$ cat config.mk
export PLATFORM = sky130hd
export DESIGN_NAME = bounded_array_list_engine_core
export DESIGN_NICKNAME = d
export VERILOG_FILES = /design/src/rtl/core/bale_pkg.sv /design/src/rtl/core/bale_ram.sv /design/src/rtl/core/bale_ctrl.sv /design/src/rtl/core/bounded_array_list_engine_core.sv
export SDC_FILE = /design/constraint.sdc
export NUM_CORES = 2
export LEC_CHECK = 0
export ABC_AREA = 0
export BUFFER_PORTS_ARGS = -buffer_cell sky130_fd_sc_hd__buf_4
export CAP_MARGIN = 20
export CORE_ASPECT_RATIO = 0.75
export CORE_UTILIZATION = 30
export DETAILED_ROUTE_END_ITERATION = 12
export GPL_TIMING_DRIVEN = 1
export HOLD_SLACK_MARGIN = 0.15
export PLACE_DENSITY = 0.51
export SETUP_SLACK_MARGIN = 0.2
export SYNTH_ARGS = -nofsm -noshare
export SYNTH_HDL_FRONTEND = slang
export SYNTH_SLANG_ARGS = --single-unit
$ cat constraint.sdc
create_clock -name i_clk -period 4.6 [get_ports i_clk]
set_clock_uncertainty 0.15 [all_clocks]
set_input_delay 0.46 -clock i_clk [delete_from_list [all_inputs] [get_ports i_clk]]
set_output_delay 0.46 -clock i_clk [all_outputs]
set_load 0.02 [all_outputs]
$ cat src/rtl/core/bale_pkg.sv
// bale_pkg: shared types and constants for the bounded array list engine
// used by bale_ctrl and bounded_array_list_engine_core; depends on nothing
`default_nettype none

package bale_pkg;

    // list capacity and field widths
    localparam int DEPTH       = 64;
    localparam int ADDR_W      = $clog2(DEPTH);
    localparam int LEN_W       = 7;
    localparam int POS_W       = 7;
    localparam int VAL_W       = 32;
    localparam int OP_W        = 3;
    localparam int STAT_W      = 2;
    localparam int IN_TDATA_W  = 40;
    localparam int OUT_TDATA_W = 16;

    localparam logic [LEN_W-1:0] LEN_DEPTH = LEN_W'(DEPTH);
    localparam logic [LEN_W-1:0] LEN_ONE   = LEN_W'(1);

    // request codes
    typedef enum logic [OP_W-1:0] {
        OP_INSERT = 3'd0,
        OP_PUSH   = 3'd1,
        OP_ERASE  = 3'd2,
        OP_POP    = 3'd3,
        OP_FIND   = 3'd4,
        OP_MODIFY = 3'd5
    } t_op;

    // result status codes
    typedef enum logic [STAT_W-1:0] {
        ST_OK   = 2'd0,
        ST_BAD  = 2'd1,
        ST_FULL = 2'd2
    } t_status;

    // sequencer states
    typedef enum logic [2:0] {
        S_IDLE,
        S_EXEC,
        S_SHIFT_UP,
        S_SHIFT_DN,
        S_SEARCH,
        S_RESP
    } t_state;

    // one result beat
    typedef struct packed {
        t_status           status;
        logic              found;
        logic [ADDR_W-1:0] found_index;
        logic [LEN_W-1:0]  list_length;
    } t_result;

    // element memory access from the sequencer
    typedef struct packed {
        logic              we;
        logic [ADDR_W-1:0] waddr;
        logic [VAL_W-1:0]  wdata;
        logic              re;
        logic [ADDR_W-1:0] raddr;
    } t_ram_req;

endpackage

`default_nettype wire

$ cat src/rtl/core/bale_ram.sv
// bale_ram: generic simple dual-port ram, one write and one registered read port
// standalone, no package dependency
`default_nettype none

module bale_ram #(
    parameter int WIDTH = 32,
    parameter int DEPTH = 64
) (
    input  wire logic                     i_clk,
    input  wire logic                     i_we,
    input  wire logic [$clog2(DEPTH)-1:0] i_waddr,
    input  wire logic [WIDTH-1:0]         i_wdata,
    input  wire logic                     i_re,
    input  wire logic [$clog2(DEPTH)-1:0] i_raddr,
    output      logic [WIDTH-1:0]         o_rdata
);

    logic [WIDTH-1:0] r_mem [DEPTH];

    // write port
    always_ff @(posedge i_clk) begin
        if (i_we) begin
            r_mem[i_waddr] <= i_wdata;
        end
    end

    // registered read port
    always_ff @(posedge i_clk) begin
        if (i_re) begin
            o_rdata <= r_mem[i_raddr];
        end
    end

endmodule

`default_nettype wire

$ cat src/rtl/core/bale_ctrl.sv
// bale_ctrl: request sequencer, checks requests and walks the element memory
// depends on bale_pkg; drives one bale_ram instance through a t_ram_req
`default_nettype none

module bale_ctrl (
    input  wire logic                        i_clk,
    input  wire logic                        i_rst_n,
    input  wire logic                        i_in_valid,
    output      logic                        o_in_ready,
    input  wire bale_pkg::t_op               i_in_op,
    input  wire logic [bale_pkg::POS_W-1:0]  i_in_position,
    input  wire logic signed [bale_pkg::VAL_W-1:0] i_in_value,
    output      logic                        o_res_valid,
    input  wire logic                        i_res_ready,
    output      bale_pkg::t_result           o_res,
    output      bale_pkg::t_ram_req          o_ram_req,
    input  wire logic [bale_pkg::VAL_W-1:0]  i_ram_rdata
);
    import bale_pkg::*;

    t_state            r_state, n_state;
    logic [LEN_W-1:0]  r_count, n_count;
    logic              r_pend, n_pend;
    logic [ADDR_W-1:0] r_pend_idx, n_pend_idx;
    logic [LEN_W-1:0]  r_idx, n_idx;
    t_op               r_op, n_op;
    logic [POS_W-1:0]  r_pos, n_pos;
    logic [VAL_W-1:0]  r_val, n_val;
    t_status           r_status, n_status;
    logic              r_found, n_found;
    logic [ADDR_W-1:0] r_fidx, n_fidx;
    logic [LEN_W-1:0]  idx_m1;
    logic [POS_W-1:0]  put_pos;

    assign idx_m1  = r_idx - LEN_ONE;
    assign put_pos = (r_op == OP_PUSH) ? r_count : r_pos;

    // control state
    always_ff @(posedge i_clk) begin
        if (!i_rst_n) begin
            r_state <= S_IDLE;
            r_count <= '0;
            r_pend  <= 1'b0;
        end else begin
            r_state <= n_state;
            r_count <= n_count;
            r_pend  <= n_pend;
        end
    end

    // request and result payload
    always_ff @(posedge i_clk) begin
        r_pend_idx <= n_pend_idx;
        r_idx      <= n_idx;
        r_op       <= n_op;
        r_pos      <= n_pos;
        r_val      <= n_val;
        r_status   <= n_status;
        r_found    <= n_found;
        r_fidx     <= n_fidx;
    end

    // next state, memory accesses and result
    always_comb begin
        n_state    = r_state;
        n_count    = r_count;
        n_pend     = r_pend;
        n_pend_idx = r_pend_idx;
        n_idx      = r_idx;
        n_op       = r_op;
        n_pos      = r_pos;
        n_val      = r_val;
        n_status   = r_status;
        n_found    = r_found;
        n_fidx     = r_fidx;
        o_ram_req  = '0;
        o_in_ready = 1'b0;
        o_res_valid = 1'b0;

        case (r_state)
            S_IDLE: begin
                o_in_ready = 1'b1;
                if (i_in_valid) begin
                    n_op    = i_in_op;
                    n_pos   = i_in_position;
                    n_val   = i_in_value;
                    n_state = S_EXEC;
                end
            end

            // check the request, finish the single-step ones
            S_EXEC: begin
                n_status = ST_OK;
                n_found  = 1'b0;
                n_fidx   = '0;
                n_pend   = 1'b0;
                n_state  = S_RESP;
                case (r_op)
                    OP_INSERT, OP_PUSH: begin
                        if (put_pos > r_count) begin
                            n_status = ST_BAD;
                        end else if (r_count >= LEN_DEPTH) begin
                            n_status = ST_FULL;
                        end else begin
                            n_pos   = put_pos;
                            n_idx   = r_count;
                            n_state = S_SHIFT_UP;
                        end
                    end
                    OP_ERASE: begin
                        if (r_pos >= r_count) begin
                            n_status = ST_BAD;
                        end else begin
                            n_idx   = r_pos + LEN_ONE;
                            n_state = S_SHIFT_DN;
                        end
                    end
                    OP_POP: begin
                        if (r_count == '0) begin
                            n_status = ST_BAD;
                        end else begin
                            n_count = r_count - LEN_ONE;
                        end
                    end
                    OP_FIND: begin
                        n_idx   = '0;
                        n_state = S_SEARCH;
                    end
                    OP_MODIFY: begin
                        if (r_pos >= r_count) begin
                            n_status = ST_BAD;
                        end else begin
                            o_ram_req.we    = 1'b1;
                            o_ram_req.waddr = r_pos[ADDR_W-1:0];
                            o_ram_req.wdata = r_val;
                        end
                    end
                    default: begin
                        n_status = ST_BAD;
                    end
                endcase
            end

            // move entries up from the tail, then place the new value
            S_SHIFT_UP: begin
                if (r_pend) begin
                    o_ram_req.we    = 1'b1;
                    o_ram_req.waddr = r_pend_idx;
                    o_ram_req.wdata = i_ram_rdata;
                end
                if (r_idx > r_pos) begin
                    o_ram_req.re    = 1'b1;
                    o_ram_req.raddr = idx_m1[ADDR_W-1:0];
                    n_pend          = 1'b1;
                    n_pend_idx      = r_idx[ADDR_W-1:0];
                    n_idx           = idx_m1;
                end else if (!r_pend) begin
                    o_ram_req.we    = 1'b1;
                    o_ram_req.waddr = r_pos[ADDR_W-1:0];
                    o_ram_req.wdata = r_val;
                    n_count         = r_count + LEN_ONE;
                    n_state         = S_RESP;
                end else begin
                    n_pend = 1'b0;
                end
            end

            // move entries down over the erased one
            S_SHIFT_DN: begin
                if (r_pend) begin
                    o_ram_req.we    = 1'b1;
                    o_ram_req.waddr = r_pend_idx;
                    o_ram_req.wdata = i_ram_rdata;
                end
                if (r_idx < r_count) begin
                    o_ram_req.re    = 1'b1;
                    o_ram_req.raddr = r_idx[ADDR_W-1:0];
                    n_pend          = 1'b1;
                    n_pend_idx      = idx_m1[ADDR_W-1:0];
                    n_idx           = r_idx + LEN_ONE;
                end else if (!r_pend) begin
                    n_count = r_count - LEN_ONE;
                    n_state = S_RESP;
                end else begin
                    n_pend = 1'b0;
                end
            end

            // linear search from index zero, stop on the first match
            S_SEARCH: begin
                if (r_pend && (i_ram_rdata == r_val)) begin
                    n_found = 1'b1;
                    n_fidx  = r_pend_idx;
                    n_pend  = 1'b0;
                    n_state = S_RESP;
                end else if (r_idx < r_count) begin
                    o_ram_req.re    = 1'b1;
                    o_ram_req.raddr = r_idx[ADDR_W-1:0];
                    n_pend          = 1'b1;
                    n_pend_idx      = r_idx[ADDR_W-1:0];
                    n_idx           = r_idx + LEN_ONE;
                end else begin
                    n_pend = 1'b0;
                    if (!r_pend) begin
                        n_state = S_RESP;
                    end
                end
            end

            // hand the result to the output register
            S_RESP: begin
                o_res_valid = 1'b1;
                if (i_res_ready) begin
                    n_state = S_IDLE;
                end
            end

            default: begin
                n_state = S_IDLE;
            end
        endcase
    end

    assign o_res.status      = r_status;
    assign o_res.found       = r_found;
    assign o_res.found_index = r_fidx;
    assign o_res.list_length = r_count;

endmodule

`default_nettype wire

$ cat src/rtl/core/bounded_array_list_engine_core.sv
// Bounded array list engine: ordered list of up to 64 signed 32-bit values.
// Slave channel s_axis_*: one request beat, tuser = operation (0 insert,
// 1 push_back, 2 erase, 3 pop_back, 4 find, 5 modify), tdata = position, value.
// Master channel m_axis_*: exactly one result beat per request, tuser = status
// (0 ok, 1 bad position / empty / unknown operation, 2 full), tdata = found,
// found_index, list_length (length after the operation).
// One request is worked at a time; s_axis_tready is high only while the
// sequencer is idle. Pop_back, modify and rejected requests finish in the
// check state; insert and push_back move the entries from the tail up to the
// position, then write the value; erase moves the entries above the position
// down; find reads from index zero until a match or the end of the list. The
// element memory has one write and one registered read port, so a shift moves
// one entry per cycle, and a search compares one entry per cycle.
// The result sits in an output register, so the next request is taken while
// the previous result waits; a stalled receiver holds the result there and,
// once a second result is ready, stalls the sequencer until the beat is taken.
// Synchronous active-low reset empties the list and drops any pending beat;
// memory contents are not cleared, as only entries below the length are read.
`default_nettype none

module bounded_array_list_engine_core (
    input  wire logic                                i_clk,
    input  wire logic                                i_rst_n,
    input  wire logic                                s_axis_tvalid,
    output      logic                                s_axis_tready,
    // [6:0] position, [38:7] value, [39] zero fill
    input  wire logic [bale_pkg::IN_TDATA_W-1:0]     s_axis_tdata,
    // [2:0] operation
    input  wire logic [bale_pkg::OP_W-1:0]           s_axis_tuser,
    output      logic                                m_axis_tvalid,
    input  wire logic                                m_axis_tready,
    // [0] found, [6:1] found_index, [13:7] list_length, [15:14] zero fill
    output      logic [bale_pkg::OUT_TDATA_W-1:0]    m_axis_tdata,
    // [1:0] status
    output      logic [bale_pkg::STAT_W-1:0]         m_axis_tuser
);
    import bale_pkg::*;

    t_ram_req         ram_req;
    logic [VAL_W-1:0] ram_rdata;
    logic             res_valid;
    logic             res_ready;
    t_result          res;
    logic             r_out_valid;
    t_result          r_out;

    bale_ctrl u_ctrl (
        .i_clk         (i_clk),
        .i_rst_n       (i_rst_n),
        .i_in_valid    (s_axis_tvalid),
        .o_in_ready    (s_axis_tready),
        .i_in_op       (t_op'(s_axis_tuser)),
        .i_in_position (s_axis_tdata[POS_W-1:0]),
        .i_in_value    (s_axis_tdata[POS_W+VAL_W-1:POS_W]),
        .o_res_valid   (res_valid),
        .i_res_ready   (res_ready),
        .o_res         (res),
        .o_ram_req     (ram_req),
        .i_ram_rdata   (ram_rdata)
    );

    bale_ram #(
        .WIDTH (VAL_W),
        .DEPTH (DEPTH)
    ) u_store (
        .i_clk   (i_clk),
        .i_we    (ram_req.we),
        .i_waddr (ram_req.waddr),
        .i_wdata (ram_req.wdata),
        .i_re    (ram_req.re),
        .i_raddr (ram_req.raddr),
        .o_rdata (ram_rdata)
    );

    // output register takes a result when empty or being drained
    assign res_ready = !r_out_valid || m_axis_tready;

    always_ff @(posedge i_clk) begin
        if (!i_rst_n) begin
            r_out_valid <= 1'b0;
        end else if (res_valid && res_ready) begin
            r_out_valid <= 1'b1;
        end else if (m_axis_tready) begin
            r_out_valid <= 1'b0;
        end
    end

    always_ff @(posedge i_clk) begin
        if (res_valid && res_ready) begin
            r_out <= res;
        end
    end

    // result beat packing
    assign m_axis_tvalid = r_out_valid;
    assign m_axis_tuser  = r_out.status;
    assign m_axis_tdata  = {2'b00, r_out.list_length, r_out.found_index, r_out.found};

endmodule

`default_nettype wire

==> flow_metrics.py <==
metrics = {
    "global_route": {
        "antenna_found_initial": 8,
        "grt_overflow": 0,
        "groute.usage.overall_pct": 18.1,
        "first_global_vias": 50000,
        "grt_max_degree": 65,
        "grt_pass1_wl_um": 380000,
    },
    "timing": {
        "finalMaxSlewViolations": 0,
        "fin_crit_ns": 4.37,
        "tightest_slew_ns": 0.958,
        "rsz0062_at_grt": "true",
        "finalHoldViolCount": 0,
        "finalSetupTns_ns": 0,
        "maxSlewHeadroom_pct": 36.1,
        "fmax_ghz": 0.229,
        "finalCritPeriodShare_pct": 95.0,
        "setup_violations": 0,
    },
    "synthesis": {
        "syn_inst": 5763,
        "netlist_area_um2": 86100,
        "yosys_warnings": 0,
        "yosysMostFrequentCell": "edfxtp_1",
        "synthFlopType": "edfxtp_1",
        "synthTopCellsByCount": "edfxtp_1, nand2_1, mux2i_1",
        "ys_ff_latch": 2172,
        "synth.avg_cell_area_um2": 14.9,
        "synth-edff-count": 2160,
        "synth_top_area_share_pct": 75.3,
        "ys_types": 78,
        "ys_async_sr_fraction_pct": 0,
        "synth.largest_area_cell": "edfxtp_1",
        "yosys-top-cells-area": "edfxtp_1, nand2_1, mux2i_1",
        "ys_seq_area_share_pct": 75.6,
    },
    "setup_path": {
        "critical_path_buf_inv_count": 5,
        "crit_path_start_kind": "register",
        "critPathRequiredTime_ns": 5.16,
        "crit_path_max_fanout": 23,
        "critPathKind": "register to register",
        "rrSetupSlack_ns": 0.23,
        "crit-reg2reg-launch": "u_ctrl.r_val[25]",
        "crit_path_top_delay_cell": "a222oi_1",
        "reg2reg_depth": 14,
        "crit_chain": "xnor2_1 -> nand4_1 -> nor3_4 -> buf_6 -> nand4_4 -> o211ai_4 -> buf_6 -> o211ai_4 -> buf_12 -> buf_16 -> buf_6 -> a222oi_1 -> a21oi_1 -> nand4_1",
        "critical_path.top_delay_family": "compound AO/OA/AOI/OAI gates",
        "slowest_delay_ns": 0.75,
        "cp.depth": 14,
        "reg2reg_to": "u_store.o_rdata[23]",
        "end_kind": "register",
        "crit_path_frequent_cell": "buf_6",
        "worst_ep_arrival_time_ns": 4.93,
    },
    "place": {
        "port_buffers": 63,
        "place_hpwl_um": 166000,
        "dp.cells": 9828,
        "gp_congestion": 0.832,
    },
    "clock_network": {
        "cts-root-buf": "clkbuf_16",
        "clkLatencyLatePin_ns": 0.87,
        "cts_buffer_depth": 4,
        "cts_buffers": 213,
        "path_clk_slew_ns": 0.06,
        "clkSinkCount": 2172,
        "cts_tree": "done",
        "h-tree-depth": 4,
    },
    "floorplanning": {
        "die_y_um": 466,
        "io_pins": 67,
        "die_area_um2": 289000,
        "initial_utilization_pct": 30.3,
        "row_count": 169,
        "die_w_um": 621,
        "core_um2": 284000,
    },
    "power_and_ir_drop": {
        "p_comb_share_pct": 20.3,
        "leakage_nw": 34.5,
        "p_per_area_nw_per_um2": 474,
        "seq_power_share_pct": 44.9,
        "switching_power_mw": 13.9,
        "peakVddDrop_mv": 0.281,
        "internal_power_mw": 35.5,
        "swShare_pct": 28.2,
        "pwr-share-clk_pct": 34.8,
    },
    "route": {
        "wl_per_cell_um": 26.4,
        "via_per_inst": 5.20,
        "drtIter0Drc": 6221,
        "route.antenna.remaining_nets": 0,
        "vias": 53600,
        "drt_wl_total_um": 272000,
        "route.detailed.drc": 0,
        "dr.pass1.iters": 8,
    },
    "hold_path": {
        "hold_path_class": "input pin to register",
        "min_path_cells": 2,
        "whs_endpoint": "u_ctrl.r_val[16]",
        "min_from": "s_axis_tdata[23]",
    },
    "job": {
        "max_cap_viol_count": 0,
    },
    "final_layout": {
        "synthToLayoutAreaGrowth_pct": 21.3,
        "final_cells": 10300,
        "layout.nets": 6447,
        "drive_gt1_share_pct": 17.6,
    },
    "run_status": {
        "status": "complete, no violations",
    },
}
==> layout make-up <==
type / instances / area [um2]
antenna: 6 / 15.0
clock buffer: 260 / 5570
clock inverter: 122 / 1100
fill: 26600 / 180000
inverter: 30 / 113
multi-input combinational: 3203 / 19600
sequential: 2172 / 65100
tap: 3762 / 4710
timing repair buffer: 744 / 8170
==> flip-flops by register name (all words and copies together) (netlist names) <==
| name | flops |
|---|---|
| u_ctrl.r_state | 3 |
| u_store.r_mem | 2048 |
| u_ctrl.r_op | 3 |
| m_axis_tuser | 2 |
| u_ctrl.r_fidx | 6 |
| u_ctrl.r_count | 7 |
| u_ctrl.r_idx | 7 |
| m_axis_tdata | 14 |
| u_ctrl.r_status | 2 |
| u_ctrl.r_val | 32 |
| u_ctrl.r_pend_idx | 6 |
| u_ctrl.r_found | 1 |
| u_ctrl.r_pos | 7 |
| u_ctrl.r_pend | 1 |
| u_store.o_rdata | 32 |
| m_axis_tvalid | 1 |
==> power groups by stage <==
stage / Combinational [mW] / Clock, mW / Sequential (mW)
floorplan: 5.80 / 0 / 22.6
global placement: 9.71 / 0 / 22.6
detailed placement: 9.74 / 0 / 22.6
CTS: 9.87 / 17.4 / 22.2
global route: 10.8 / 18.2 / 22.2
finish: 10.0 / 17.2 / 22.2
==> worst reg2reg max path, cell delays in order (launching register included) <==
cell and delay (ns):
edfxtp_1 0.51, xnor2_1 0.22, nand4_1 0.17, nor3_4 0.43, buf_6 0.17, nand4_4 0.14
o211ai_4 0.24, buf_6 0.16, o211ai_4 0.15, buf_12 0.20, buf_16 0.18, buf_6 0.29
a222oi_1 0.75, a21oi_1 0.24, nand4_1 0.20
==> cells by family after synthesis <==
group	count (synthesis)	share of synthesized area, %
compound gates	573	5.34
xor+xnor	46	0.468
fa+ha+maj	36	0.532
buf+inv	390	2.42
flops	2172	75.6
mux	386	4.50
other cells	1	0.00436
simple gates	2159	11.1
==> worst max path at each step <==
stage                       from              endpoint
6_report        u_ctrl.r_val[25]   u_store.o_rdata[23]
3_5_place_dp     u_ctrl.r_idx[4]    u_store.o_rdata[3]
4_1_cts          u_ctrl.r_idx[4]   u_store.o_rdata[11]
3_3_place_gp   u_ctrl.r_count[4]   u_store.o_rdata[19]
5_1_grt         u_ctrl.r_val[25]   u_store.o_rdata[13]
2_1_floorplan    u_ctrl.r_pos[0]  u_store.r_mem[39][0]
==> routing by layer <==
layer  vias up  part of all wire (%)  GRT usage, %
met4         6                   2.5          4.37
met2      2295                    42          26.1
li1      23400                     -             -
met5         -                 0.016             0
met3       325                   9.1          4.03
met1     27600                    46          27.5
==> cell usage in the layout, fill, tap and decap left out, types with 9 or more instances in the layout <==
cell / synthesis / layout
a21o_1: 18 / 18
dfxtp_1: 12 / 12
mux2i_1: 379 / 379
clkinv_2: 0 / 36
clkbuf_1: 113 / 44
inv_1: 26 / 26
nor2_1: 112 / 45
buf_12: 0 / 178
nand2_1: 1328 / 1326
a222oi_1: 45 / 45
a32oi_1: 241 / 241
a22o_2: 0 / 32
buf_6: 22 / 13
nand2b_1: 9 / 9
bufinv_16: 0 / 19
edfxtp_1: 2160 / 2160
and4_1: 19 / 17
dlygate4sd3_1: 0 / 47
nand3_1: 377 / 376
a31oi_1: 89 / 86
clkinv_1: 1 / 53
clkbuf_16: 0 / 220
o21ai_0: 16 / 15
and3_1: 56 / 56
a21oi_1: 57 / 54
ha_1: 35 / 35
buf_4: 64 / 494
nor2_4: 0 / 68
or3_1: 11 / 11
nand4_1: 191 / 191
xnor2_1: 44 / 42
==> repair_timing <==
item	in CTS	in global routing
gates resized for setup	10	31
cloned	2	4
setup buffers	1	28
setup endpoints to repair	22	234
pin swaps	5	19
hold buffers	47	0
endpoints found under the hold margin	54	0
==> through the flow <==
step	setup WS (ns)	cell area (um2)	util (%)	hold slack, ns	total power [mW]
after floorplan	-0.249	86100	-	0.250	28.4
after global placement	-0.425	96600	34.0	0.259	32.3
after detailed placement	-0.0419	96700	34.0	0.256	32.4
after CTS	0.211	104000	36.6	0.166	49.5
after global routing	0.178	104000	36.8	0.190	51.2
final	0.229	104000	36.8	0.227	49.5
No activity file was read; power rests on OpenSTA's default activity.
